File: src/sv/bmp24_to_lcd_window_writer_top_assert.svh
// Assertion macros for the window writer
`ifndef BMP24_TO_LCD_WINDOW_WRITER_TOP_ASSERT_SVH
`define BMP24_TO_LCD_WINDOW_WRITER_TOP_ASSERT_SVH
`ifndef SYNTH
`define BMPW_ASSERT_NOW(name, clk, rst_n, a, b) \
	name: assert property (@(posedge clk) disable iff (!rst_n) (a) |-> (b)) \
		else $error("assertion failed");
`define BMPW_ASSERT_NEXT(name, clk, rst_n, a, b) \
	name: assert property (@(posedge clk) disable iff (!rst_n) (a) |=> (b)) \
		else $error("assertion failed");
`else
`define BMPW_ASSERT_NOW(name, clk, rst_n, a, b)
`define BMPW_ASSERT_NEXT(name, clk, rst_n, a, b)
`endif
`endif

File: src/sv/bmpw_pkg.sv
`timescale 1ns / 1ps
package bmpw_pkg;
	localparam int SCREEN_WIDTH_DEF    = 240;
	localparam int SCREEN_HEIGHT_DEF   = 320;
	localparam int MAX_IMAGE_WIDTH_DEF = 1280;

	localparam logic [5:0] HDR_LAST = 6'd33;

	localparam logic [1:0] KIND_CMD    = 2'd0;
	localparam logic [1:0] KIND_DATA   = 2'd1;
	localparam logic [1:0] KIND_FINISH = 2'd2;
	localparam logic [1:0] KIND_REJECT = 2'd3;

	localparam logic [15:0] CMD_HWIN   = 16'h0046;
	localparam logic [15:0] CMD_VEND   = 16'h0048;
	localparam logic [15:0] CMD_VSTART = 16'h0047;
	localparam logic [15:0] CMD_XADDR  = 16'h0020;
	localparam logic [15:0] CMD_YADDR  = 16'h0021;
	localparam logic [15:0] CMD_WRAM   = 16'h0022;

	localparam logic REG_COLUMN = 1'b0;
	localparam logic REG_ROW    = 1'b1;

	localparam logic [3:0] ST_WIN_LAST = 4'd10;
	localparam logic [3:0] ST_PIX      = 4'd11;
	localparam logic [3:0] ST_FIN      = 4'd12;
	localparam logic [3:0] ST_REJ      = 4'd13;

	typedef struct packed {
		logic        win;
		logic        pix;
		logic        fin;
		logic        rej;
		logic [8:0]  row;
		logic [7:0]  left;
		logic [7:0]  right;
		logic [15:0] word;
	} job_t;

	typedef struct packed {
		logic       has;
		logic [3:0] step;
	} step_t;

	function automatic step_t first_step(input job_t j);
		step_t s;
		s.has = 1'b1;
		if (j.win) s.step = 4'd0;
		else if (j.pix) s.step = ST_PIX;
		else if (j.fin) s.step = ST_FIN;
		else begin
			s.step = ST_REJ;
			s.has  = j.rej;
		end
		return s;
	endfunction

	function automatic step_t next_step(input job_t j, input logic [3:0] cur);
		step_t s;
		s.has  = 1'b0;
		s.step = cur;
		if (cur < ST_WIN_LAST) begin
			s.has  = 1'b1;
			s.step = cur + 4'd1;
		end else if (cur == ST_WIN_LAST) begin
			if (j.pix) begin
				s.has  = 1'b1;
				s.step = ST_PIX;
			end else if (j.fin) begin
				s.has  = 1'b1;
				s.step = ST_FIN;
			end
		end else if (cur == ST_PIX && j.fin) begin
			s.has  = 1'b1;
			s.step = ST_FIN;
		end
		return s;
	endfunction
endpackage

File: src/sv/bmpw_front.sv
`timescale 1ns / 1ps
module bmpw_front import bmpw_pkg::*; #(
	parameter int SCREEN_WIDTH    = SCREEN_WIDTH_DEF,
	parameter int SCREEN_HEIGHT   = SCREEN_HEIGHT_DEF,
	parameter int MAX_IMAGE_WIDTH = MAX_IMAGE_WIDTH_DEF
) (
	input  logic       clk,
	input  logic       arst_n,
	input  logic       acc,
	input  logic [7:0] b,
	input  logic       first,
	output logic       push,
	output job_t       job
);
	localparam logic [31:0] SW32 = 32'(SCREEN_WIDTH);
	localparam logic [31:0] SH32 = 32'(SCREEN_HEIGHT);
	localparam logic [31:0] MW32 = 32'(MAX_IMAGE_WIDTH);

	logic [31:0] pos_q, pds_q, w_q, h_q, skip_q;
	logic [31:0] n_pos, n_pds, n_w, n_h, n_skip;
	logic        ok_q, draw_q, n_ok, n_draw;
	logic [13:0] stride_q, bir_q, n_stride, n_bir, bir_inc;
	logic [7:0]  left_q, right_q, n_left, n_right;
	logic [8:0]  cur_q, top_q, n_cur, n_top;
	logic [1:0]  phase_q, n_phase;
	logic [15:0] part_q, n_part;
	logic [9:0]  shown_q, n_shown;
	logic        w_big, h_big, bad;
	logic [8:0]  xs9, xe9, shown9;
	logic [9:0]  ys10, ye10;
	logic [14:0] s15;

	always_comb begin
		w_big  = w_q > SW32;
		h_big  = h_q > SH32;
		xs9    = (9'(SCREEN_WIDTH) - w_q[8:0]) >> 1;
		xe9    = xs9 + w_q[8:0] - 9'd1;
		ys10   = (10'(SCREEN_HEIGHT) - h_q[9:0]) >> 1;
		ye10   = ys10 + h_q[9:0] - 10'd1;
		s15    = {1'b0, w_q[12:0], 1'b0} + {2'b0, w_q[12:0]} + 15'd3;
		shown9 = w_big ? 9'(SCREEN_WIDTH) : w_q[8:0];
		bad    = (w_q == 32'd0) || (w_q > MW32) || (h_q == 32'd0)
			|| (pds_q < 32'(HDR_LAST) + 32'd1);
		bir_inc = bir_q + 14'd1;
	end

	always_comb begin
		n_pos = pos_q; n_pds = pds_q; n_w = w_q; n_h = h_q; n_skip = skip_q;
		n_ok = ok_q; n_draw = draw_q; n_stride = stride_q; n_bir = bir_q;
		n_left = left_q; n_right = right_q; n_cur = cur_q; n_top = top_q;
		n_phase = phase_q; n_part = part_q; n_shown = shown_q;
		job = '0;
		job.row   = cur_q;
		job.left  = left_q;
		job.right = right_q;
		if (first) begin
			n_pos = 32'd1; n_pds = '0; n_w = '0; n_h = '0; n_skip = '0;
			n_ok = 1'b1; n_draw = 1'b0; n_stride = '0; n_bir = '0;
			n_left = '0; n_right = '0; n_cur = '0; n_top = '0;
			n_phase = '0; n_part = '0; n_shown = '0;
		end else begin
			n_pos = (&pos_q) ? pos_q : pos_q + 32'd1;
			if (pos_q <= 32'(HDR_LAST)) begin
				unique case (pos_q[5:0])
					6'd10: n_pds[7:0]   = b;
					6'd11: n_pds[15:8]  = b;
					6'd12: n_pds[23:16] = b;
					6'd13: n_pds[31:24] = b;
					6'd18: n_w[7:0]     = b;
					6'd19: n_w[15:8]    = b;
					6'd20: n_w[23:16]   = b;
					6'd21: n_w[31:24]   = b;
					6'd22: n_h[7:0]     = b;
					6'd23: n_h[15:8]    = b;
					6'd24: n_h[23:16]   = b;
					6'd25: n_h[31:24]   = b;
					6'd26: n_ok = ok_q && (b == 8'd1);
					6'd28: n_ok = ok_q && (b == 8'd24);
					6'd27, 6'd29, 6'd30, 6'd31, 6'd32, 6'd33:
						n_ok = ok_q && (b == 8'd0);
					default: n_ok = ok_q;
				endcase
				if (pos_q[5:0] == HDR_LAST) begin
					if (!n_ok || bad) begin
						n_ok    = 1'b0;
						job.rej = 1'b1;
					end else begin
						n_stride = {s15[13:2], 2'b00};
						n_shown  = {shown9, 1'b0} + {1'b0, shown9};
						n_left   = w_big ? 8'd0 : xs9[7:0];
						n_right  = w_big ? 8'(SCREEN_WIDTH - 1) : xe9[7:0];
						n_top    = h_big ? 9'd0 : ys10[8:0];
						n_cur    = h_big ? 9'(SCREEN_HEIGHT - 1) : ye10[8:0];
						n_skip   = h_big ? h_q - SH32 : 32'd0;
						n_bir    = '0;
						n_phase  = '0;
						n_draw   = 1'b1;
					end
				end
			end else if (draw_q && pos_q >= pds_q) begin
				if (skip_q == 32'd0) begin
					job.win = (bir_q == 14'd0);
					unique case (phase_q)
						2'd0: begin
							n_part  = {11'd0, b[7:3]};
							n_phase = 2'd1;
						end
						2'd1: begin
							n_part  = part_q | {5'd0, b[7:2], 5'd0};
							n_phase = 2'd2;
						end
						default: begin
							job.word = part_q | {b[7:3], 11'd0};
							n_phase  = 2'd0;
							if (bir_q < {4'd0, shown_q}) begin
								job.pix = 1'b1;
								if (bir_q == {4'd0, shown_q} - 14'd1 && cur_q == top_q) begin
									job.fin = 1'b1;
									n_draw  = 1'b0;
								end
							end
						end
					endcase
				end
				if (!job.fin) begin
					n_bir = bir_inc;
					if (bir_inc >= stride_q) begin
						n_bir   = '0;
						n_phase = '0;
						if (skip_q != 32'd0) n_skip = skip_q - 32'd1;
						else if (cur_q > top_q) n_cur = cur_q - 9'd1;
					end
				end
			end
		end
		push = acc && (job.win || job.pix || job.fin || job.rej);
	end

	always_ff @(posedge clk or negedge arst_n) begin
		if (!arst_n) begin
			pos_q <= '0; pds_q <= '0; w_q <= '0; h_q <= '0; skip_q <= '0;
			ok_q <= 1'b1; draw_q <= 1'b0; stride_q <= '0; bir_q <= '0;
			left_q <= '0; right_q <= '0; cur_q <= '0; top_q <= '0;
			phase_q <= '0; part_q <= '0; shown_q <= '0;
		end else if (acc) begin
			pos_q <= n_pos; pds_q <= n_pds; w_q <= n_w; h_q <= n_h; skip_q <= n_skip;
			ok_q <= n_ok; draw_q <= n_draw; stride_q <= n_stride; bir_q <= n_bir;
			left_q <= n_left; right_q <= n_right; cur_q <= n_cur; top_q <= n_top;
			phase_q <= n_phase; part_q <= n_part; shown_q <= n_shown;
		end
	end
endmodule

File: src/sv/bmpw_fifo.sv
`timescale 1ns / 1ps
module bmpw_fifo import bmpw_pkg::*; #(
	parameter int WIDTH = 8,
	parameter int DEPTH = 4
) (
	input  logic             clk,
	input  logic             arst_n,
	input  logic             push,
	input  logic [WIDTH-1:0] wdata,
	input  logic             pop,
	output logic [WIDTH-1:0] rdata,
	output logic             full,
	output logic             empty
);
	localparam int AW = (DEPTH > 1) ? $clog2(DEPTH) : 1;

	logic [WIDTH-1:0] mem_q [DEPTH];
	logic [AW-1:0]    wr_q, rd_q;
	logic [AW:0]      cnt_q;

	assign full  = (cnt_q == (AW+1)'(DEPTH));
	assign empty = (cnt_q == '0);
	assign rdata = mem_q[rd_q];

	always_ff @(posedge clk) begin
		if (push) mem_q[wr_q] <= wdata;
	end

	always_ff @(posedge clk or negedge arst_n) begin
		if (!arst_n) begin
			wr_q  <= '0;
			rd_q  <= '0;
			cnt_q <= '0;
		end else begin
			if (push) wr_q <= (wr_q == AW'(DEPTH - 1)) ? '0 : wr_q + AW'(1);
			if (pop)  rd_q <= (rd_q == AW'(DEPTH - 1)) ? '0 : rd_q + AW'(1);
			cnt_q <= cnt_q + (AW+1)'(push) - (AW+1)'(pop);
		end
	end
endmodule

File: src/sv/bmpw_back.sv
`timescale 1ns / 1ps
module bmpw_back import bmpw_pkg::*; (
	input  logic        clk,
	input  logic        arst_n,
	input  logic [7:0]  col_off,
	input  logic [9:0]  row_off,
	input  logic        q_empty,
	input  job_t        q_job,
	output logic        q_pop,
	output logic        out_valid,
	input  logic        out_ready,
	output logic [1:0]  out_kind,
	output logic [15:0] out_value,
	output logic        out_last
);
	job_t        cur_q;
	logic        busy_q;
	logic [3:0]  step_q;
	logic        ov_q, ol_q;
	logic [1:0]  ok_q;
	logic [15:0] oval_q;
	logic        load;
	step_t       nxt, fst;
	logic [1:0]  kind;
	logic [15:0] val;
	logic [10:0] r11;
	logic [8:0]  wl9, wr9;

	always_comb begin
		r11 = {1'b0, row_off} + {2'b0, cur_q.row};
		wl9 = {1'b0, col_off} + {1'b0, cur_q.left};
		wr9 = {1'b0, col_off} + {1'b0, cur_q.right};
		kind = KIND_CMD;
		val  = '0;
		unique case (step_q)
			4'd0:  val = CMD_HWIN;
			4'd1: begin kind = KIND_DATA; val = {wr9[7:0], 8'd0} | {7'd0, wl9}; end
			4'd2:  val = CMD_VEND;
			4'd3: begin kind = KIND_DATA; val = {5'd0, r11}; end
			4'd4:  val = CMD_VSTART;
			4'd5: begin kind = KIND_DATA; val = {5'd0, r11}; end
			4'd6:  val = CMD_XADDR;
			4'd7: begin kind = KIND_DATA; val = {7'd0, wl9}; end
			4'd8:  val = CMD_YADDR;
			4'd9: begin kind = KIND_DATA; val = {5'd0, r11}; end
			4'd10: val = CMD_WRAM;
			4'd11: begin kind = KIND_DATA; val = cur_q.word; end
			4'd12: kind = KIND_FINISH;
			4'd13: kind = KIND_REJECT;
			default: kind = KIND_CMD;
		endcase
		nxt   = next_step(cur_q, step_q);
		fst   = first_step(q_job);
		load  = busy_q && (!ov_q || out_ready);
		q_pop = !q_empty && (!busy_q || (load && !nxt.has));
	end

	always_ff @(posedge clk or negedge arst_n) begin
		if (!arst_n) begin
			busy_q <= 1'b0;
			step_q <= '0;
			ov_q   <= 1'b0;
		end else begin
			if (load) begin
				ov_q <= 1'b1;
				if (nxt.has) step_q <= nxt.step;
				else if (!q_pop) busy_q <= 1'b0;
			end else if (out_ready) begin
				ov_q <= 1'b0;
			end
			if (q_pop) begin
				busy_q <= 1'b1;
				step_q <= fst.step;
			end
		end
	end

	always_ff @(posedge clk) begin
		if (q_pop) cur_q <= q_job;
		if (load) begin
			ok_q   <= kind;
			oval_q <= val;
			ol_q   <= !nxt.has;
		end
	end

	assign out_valid = ov_q;
	assign out_kind  = ok_q;
	assign out_value = oval_q;
	assign out_last  = ol_q;
endmodule

File: src/sv/bmp24_to_lcd_window_writer_top.sv
// Any job a taken byte makes is written to the job queue, loaded into the
// beat sequencer and registered at the output. Throughput: one byte per
// cycle while the job queue has room; results leave at one beat per cycle
// while the sink is ready. The 4-entry queue absorbs row start beat runs.
// Reset: arst_n clears parser, queue, sequencer and offsets at once.
`timescale 1ns / 1ps
`include "bmp24_to_lcd_window_writer_top_assert.svh"
module bmp24_to_lcd_window_writer_top import bmpw_pkg::*; #(
	parameter int SCREEN_WIDTH    = SCREEN_WIDTH_DEF,
	parameter int SCREEN_HEIGHT   = SCREEN_HEIGHT_DEF,
	parameter int MAX_IMAGE_WIDTH = MAX_IMAGE_WIDTH_DEF
) (
	input  logic        clk,
	input  logic        arst_n,
	input  logic        s_axis_tvalid,
	output logic        s_axis_tready,
	input  logic [7:0]  s_axis_tdata,  // file_byte
	input  logic        s_axis_tuser,  // first_byte
	output logic        m_axis_tvalid,
	input  logic        m_axis_tready,
	output logic [15:0] m_axis_tdata,  // bus_value
	output logic [1:0]  m_axis_tuser,  // write_kind
	output logic        m_axis_tlast,
	input  logic        cfg_we,
	input  logic        cfg_idx,
	input  logic [9:0]  cfg_wdata
);
	logic [7:0] col_q;
	logic [9:0] row_q;
	logic       acc, push, pop, full, empty;
	job_t       fjob, qjob;

	always_ff @(posedge clk or negedge arst_n) begin
		if (!arst_n) begin
			col_q <= '0;
			row_q <= '0;
		end else if (cfg_we) begin
			unique case (cfg_idx)
				REG_COLUMN: col_q <= cfg_wdata[7:0];
				REG_ROW:    row_q <= cfg_wdata;
				default:    row_q <= row_q;
			endcase
		end
	end

	assign s_axis_tready = !full;
	assign acc = s_axis_tvalid && s_axis_tready;

	bmpw_front #(
		.SCREEN_WIDTH(SCREEN_WIDTH),
		.SCREEN_HEIGHT(SCREEN_HEIGHT),
		.MAX_IMAGE_WIDTH(MAX_IMAGE_WIDTH)
	) u_front (
		.clk(clk), .arst_n(arst_n), .acc(acc), .b(s_axis_tdata),
		.first(s_axis_tuser), .push(push), .job(fjob)
	);

	bmpw_fifo #(.WIDTH($bits(job_t)), .DEPTH(4)) u_fifo (
		.clk(clk), .arst_n(arst_n), .push(push), .wdata(fjob),
		.pop(pop), .rdata(qjob), .full(full), .empty(empty)
	);

	bmpw_back u_back (
		.clk(clk), .arst_n(arst_n), .col_off(col_q), .row_off(row_q),
		.q_empty(empty), .q_job(qjob), .q_pop(pop),
		.out_valid(m_axis_tvalid), .out_ready(m_axis_tready),
		.out_kind(m_axis_tuser), .out_value(m_axis_tdata), .out_last(m_axis_tlast)
	);

	`BMPW_ASSERT_NOW(a_no_overflow, clk, arst_n, push, !full)
	`BMPW_ASSERT_NOW(a_pop_nonempty, clk, arst_n, pop, !empty)
	`BMPW_ASSERT_NOW(a_end_kinds_last, clk, arst_n,
		m_axis_tvalid && (m_axis_tuser == KIND_FINISH || m_axis_tuser == KIND_REJECT),
		m_axis_tlast)
endmodule

File: config.mk
export PLATFORM = sky130hd
export DESIGN_NAME = bmp24_to_lcd_window_writer_top
export DESIGN_NICKNAME = d
export VERILOG_FILES = /design/src/sv/bmpw_pkg.sv /design/src/sv/bmpw_front.sv /design/src/sv/bmpw_fifo.sv /design/src/sv/bmpw_back.sv /design/src/sv/bmp24_to_lcd_window_writer_top.sv
export VERILOG_INCLUDE_DIRS = /design/src /design/src/sv
export SDC_FILE = /design/constraint.sdc
export NUM_CORES = 1
export LEC_CHECK = 0
export ABC_CLOCK_PERIOD_IN_PS = 4200
export BUFFER_PORTS_ARGS = -buffer_cell sky130_fd_sc_hd__buf_2
export CAP_MARGIN = 20
export CORE_ASPECT_RATIO = 1.5
export CORE_MARGIN = 4
export CORE_UTILIZATION = 40
export CTS_BUF_LIST = sky130_fd_sc_hd__clkbuf_4 sky130_fd_sc_hd__clkbuf_8
export DETAILED_ROUTE_END_ITERATION = 12
export HOLD_SLACK_MARGIN = 0.1
export PLACE_DENSITY_LB_ADDON = 0.1
export REMOVE_ABC_BUFFERS = 1
export SYNTH_ARGS = -nofsm -noshare
export SYNTH_HDL_FRONTEND = slang
export SYNTH_HIERARCHICAL = 1
export SYNTH_SLANG_ARGS = --single-unit
File: constraint.sdc
create_clock -name clk -period 4.2 [get_ports clk]
set_clock_uncertainty 0.2 [all_clocks]
set_input_delay 0.21 -clock clk [delete_from_list [all_inputs] [get_ports clk]]
set_output_delay 0.21 -clock clk [all_outputs]
set_load 0.03 [all_outputs]
==> reports/metrics.csv <==
stage;metric;value;unit
routing;violation count after the first detailed-route iteration;1153;
critical_path;worst stage delay on the critical path;0.56;ns
timing;setup tns final;0;ns
routing;number of search-and-repair iterations in the first detailed-routing pass;7;
routing;total detailed-routing wirelength;76.6;mm
pwr;Pwr per Cell Area;538;mW/mm²
floorplanning;Std-Cell Rows;118;
grt;number of antenna violations at the first check in global routing;2;
timing;Finish-stage setup viols;0;
worst_hold_path;type of the worst min-delay path;primary input to flip-flop;
layout;share of post-route cells with drive strength above 1;18.2;%
floorplanning;number of top-level pins;46;
logic_synthesis;cell area after synthesis;0.0282;mm²
floorplanning;initial core utilization;40.6;%
floorplanning;Die Ht;333;µm
critical_path;kind of end point of the critical path;flip-flop;
clock_tree;Clock Tree Buf Depth;3;
clock_tree;worst-skew pair later-pin latency;0.69;ns
clock_tree;CTS buffer count;85;
critical_path;ordered cell list for the critical path;inv_1 -> ha_1 -> or4b_1 -> or3_4 -> nor4b_4 -> buf_4 -> nand3_1 -> nor3_2 -> o31a_1 -> buf_4 -> and2_2 -> clkbuf_16;
routing;Final ANT Viol Nets;0;
clock_tree;Worst-path clk slew;0.06;ns
timing;final worst path period need;4.01;ns
critical_path;critical path type;flip-flop to flip-flop;
logic_synthesis;Ys Warns;6;
job;max-cap violations;0;
critical_path;setup slack on the worst flop-to-flop path;0.19;ns
grt;maximum number of pins on one net before global-route repair;88;
layout;total number of nets in the final design;2884;
timing;number of hold-slack violations in the final timing report;0;
placed_design;gp weighted congestion;0.893;
floorplanning;area of the core region;0.0694;mm²
routing;Via Count;20100;
layout;area delta synth->final;14.6;%
clock_tree;CTS root buf;clkbuf_8;
pwr;total leakage power;13.4;nW
clock_tree;clock tree from TritonCTS;built;
routing;count of unresolved DRC violations after routing;0;
placed_design;total instance count after detailed placement;3437;
logic_synthesis;syn avg cell area;11.2;µm²
logic_synthesis;number of instances in the synthesized netlist;2508;
pwr;worst voltage drop across the vdd grid;0.000338;V
critical_path;critical path launch point type;flip-flop;
timing;final period utilization;95.4;%
clock_tree;maximum level of the CTS H-tree;3;
critical_path;data arrival time at the worst-slack endpoint;4.18;ns
timing;slew at the pin closest to its max-slew limit;1.14;ns
routing;Vias per Instance;5.52;
critical_path;CP required;4.38;ns
timing;Final Max Tran Viols;0;
timing;Max Clock Freq;0.249;GHz
timing;max-slew headroom at the worst pin;23.5;%
placed_design;HPWL after detailed placement;55.1;mm
status;result of the run;completed;
critical_path;cell mode on critical path;buf_4;
critical_path;maximum fanout count along the critical path;22;
floorplanning;total die area;0.0748;mm²
routing;average detailed-routed wire length per instance;21.0;µm
timing;unrepaired setup endpoints after global routing;no;
clock_tree;Clock Sinks;514;
floorplanning;horizontal die dimension;225;µm
layout;Non-Filler Instances;3646;
critical_path;critical path's slowest cell;or4b_1;
placed_design;number of input and output port buffers inserted;45;
grt;residual overflow from global routing;0;
grt;vias in the first global route;20900;
grt;wire length of the first global-routing pass;119;mm
grt;All-Layer GR Usage;20.3;%
==> registers in the layout, summed over array words and instances (netlist names), 12 cells and up <==
register and flops:
u_front/skip_q 32, u_front/pos_q 32, u_fifo/mem_q 176, u_front/pds_q 32, u_front/bir_q 14, u_front/stride_q 12
u_front/w_q 32, u_back/out_value 16, u_front/h_q 32, u_back/cur_q 43
==> routing by layer <==
layer | vias up | global-route usage [%] | routed length, µm | part of all wire, %
met2 | 399 | 37.8 | 41200 | 54
met4 | 0 | 9.92 | 3840 | 5.0
met1 | 9984 | 22.5 | 29100 | 38
met5 | - | 0 | 0 | 0
li1 | 9562 | - | - | -
met3 | 165 | 2.71 | 2360 | 3.1
==> critical path: cells and delay by family, from the launching register on <==
kind | cells | cell delay (ns)
AO/OA/AOI/OAI | 1 | 0.17
flip-flops | 1 | 0.38
AND/OR/NAND/NOR | 6 | 1.97
adder cells (fa/ha/maj) | 1 | 0.25
buffers and inverters | 4 | 0.72
==> per-stage QoR <==
step	instance area, µm²	util, %	hold slack (ns)	worst slack [ns]	power [mW]
6_report	32300	46.5	0.191	0.191	17.4
4_1_cts	32200	46.4	0.119	0.00740	17.6
5_1_grt	32300	46.5	0.148	0.0168	18.5
3_5_place_dp	29800	43.0	0.107	-0.745	12.7
2_1_floorplan	27600	-	-0.286	-1.77	10.8
3_3_place_gp	29800	43.0	0.0923	-0.732	12.6
==> path summary, 6_finish.rpt <==
path / startpoint / end / depth (start not counted)
setup / recovery: u_front/skip_q[0] / u_fifo/mem_q[2][42] / 12
hold / removal: cfg_idx / col_q[2] / 3
setup reg to reg: u_front/skip_q[0] / u_fifo/mem_q[2][42] / 12
hold reg to reg: u_front/stride_q[12] / u_front/stride_q[12] / 2
max in group asynchronous: arst_n / u_front/pos_q[12] / 4
min in group asynchronous: arst_n / u_front/ok_q / 3
==> placed cells by master, fill, tap and decap left out, types with 18 or more instances in the layout <==
cell,count
a211oi_1,20
a31oi_1,24
a21o_1,24
dlygate4sd3_1,45
buf_2,44
or4_1,19
inv_1,157
ha_1,178
o31ai_1,74
nand2b_1,39
xor2_1,61
clkbuf_4,28
mux2_2,63
buf_4,88
mux4_2,44
o21ai_0,129
nor3_1,55
edfxtp_1,238
xnor2_1,73
nor2b_1,18
nand4_1,28
and2_1,29
nor2_1,165
a21oi_1,103
clkbuf_8,100
nand2_1,192
dfrtp_1,272
nand3_1,62
nor4_1,43
==> final cells by class <==
class                   instances  area, µm²
diodes                          1       2.50
repair buffers                190       1590
clock inverters                30        269
multi-input cells            1725      13100
fillers                      6435      37100
inverters                     158        593
well taps                     900       1130
flip-flops and latches        514      14100
clock buffers                 128       1590
==> timing repair <==
action | in CTS | in global routing
endpoints found under the setup margin | 167 | 219
hold buffers | 46 | 0
pin swaps | 2 | 1
hold endpoints to repair | 441 | 0
cloned | 0 | 1
resized for setup | 1 | 14
setup buffers | 2 | 1
==> where the power goes <==
group / switching [mW] / leakage, nW / internal, mW
clock: 2.08 / 0.981 / 2.63
sequential: 0.700 / 5.94 / 6.04
combinational: 3.36 / 6.47 / 2.56
total: 6.14 / 13.4 / 11.2
Power figures use the tool's default switching activity.
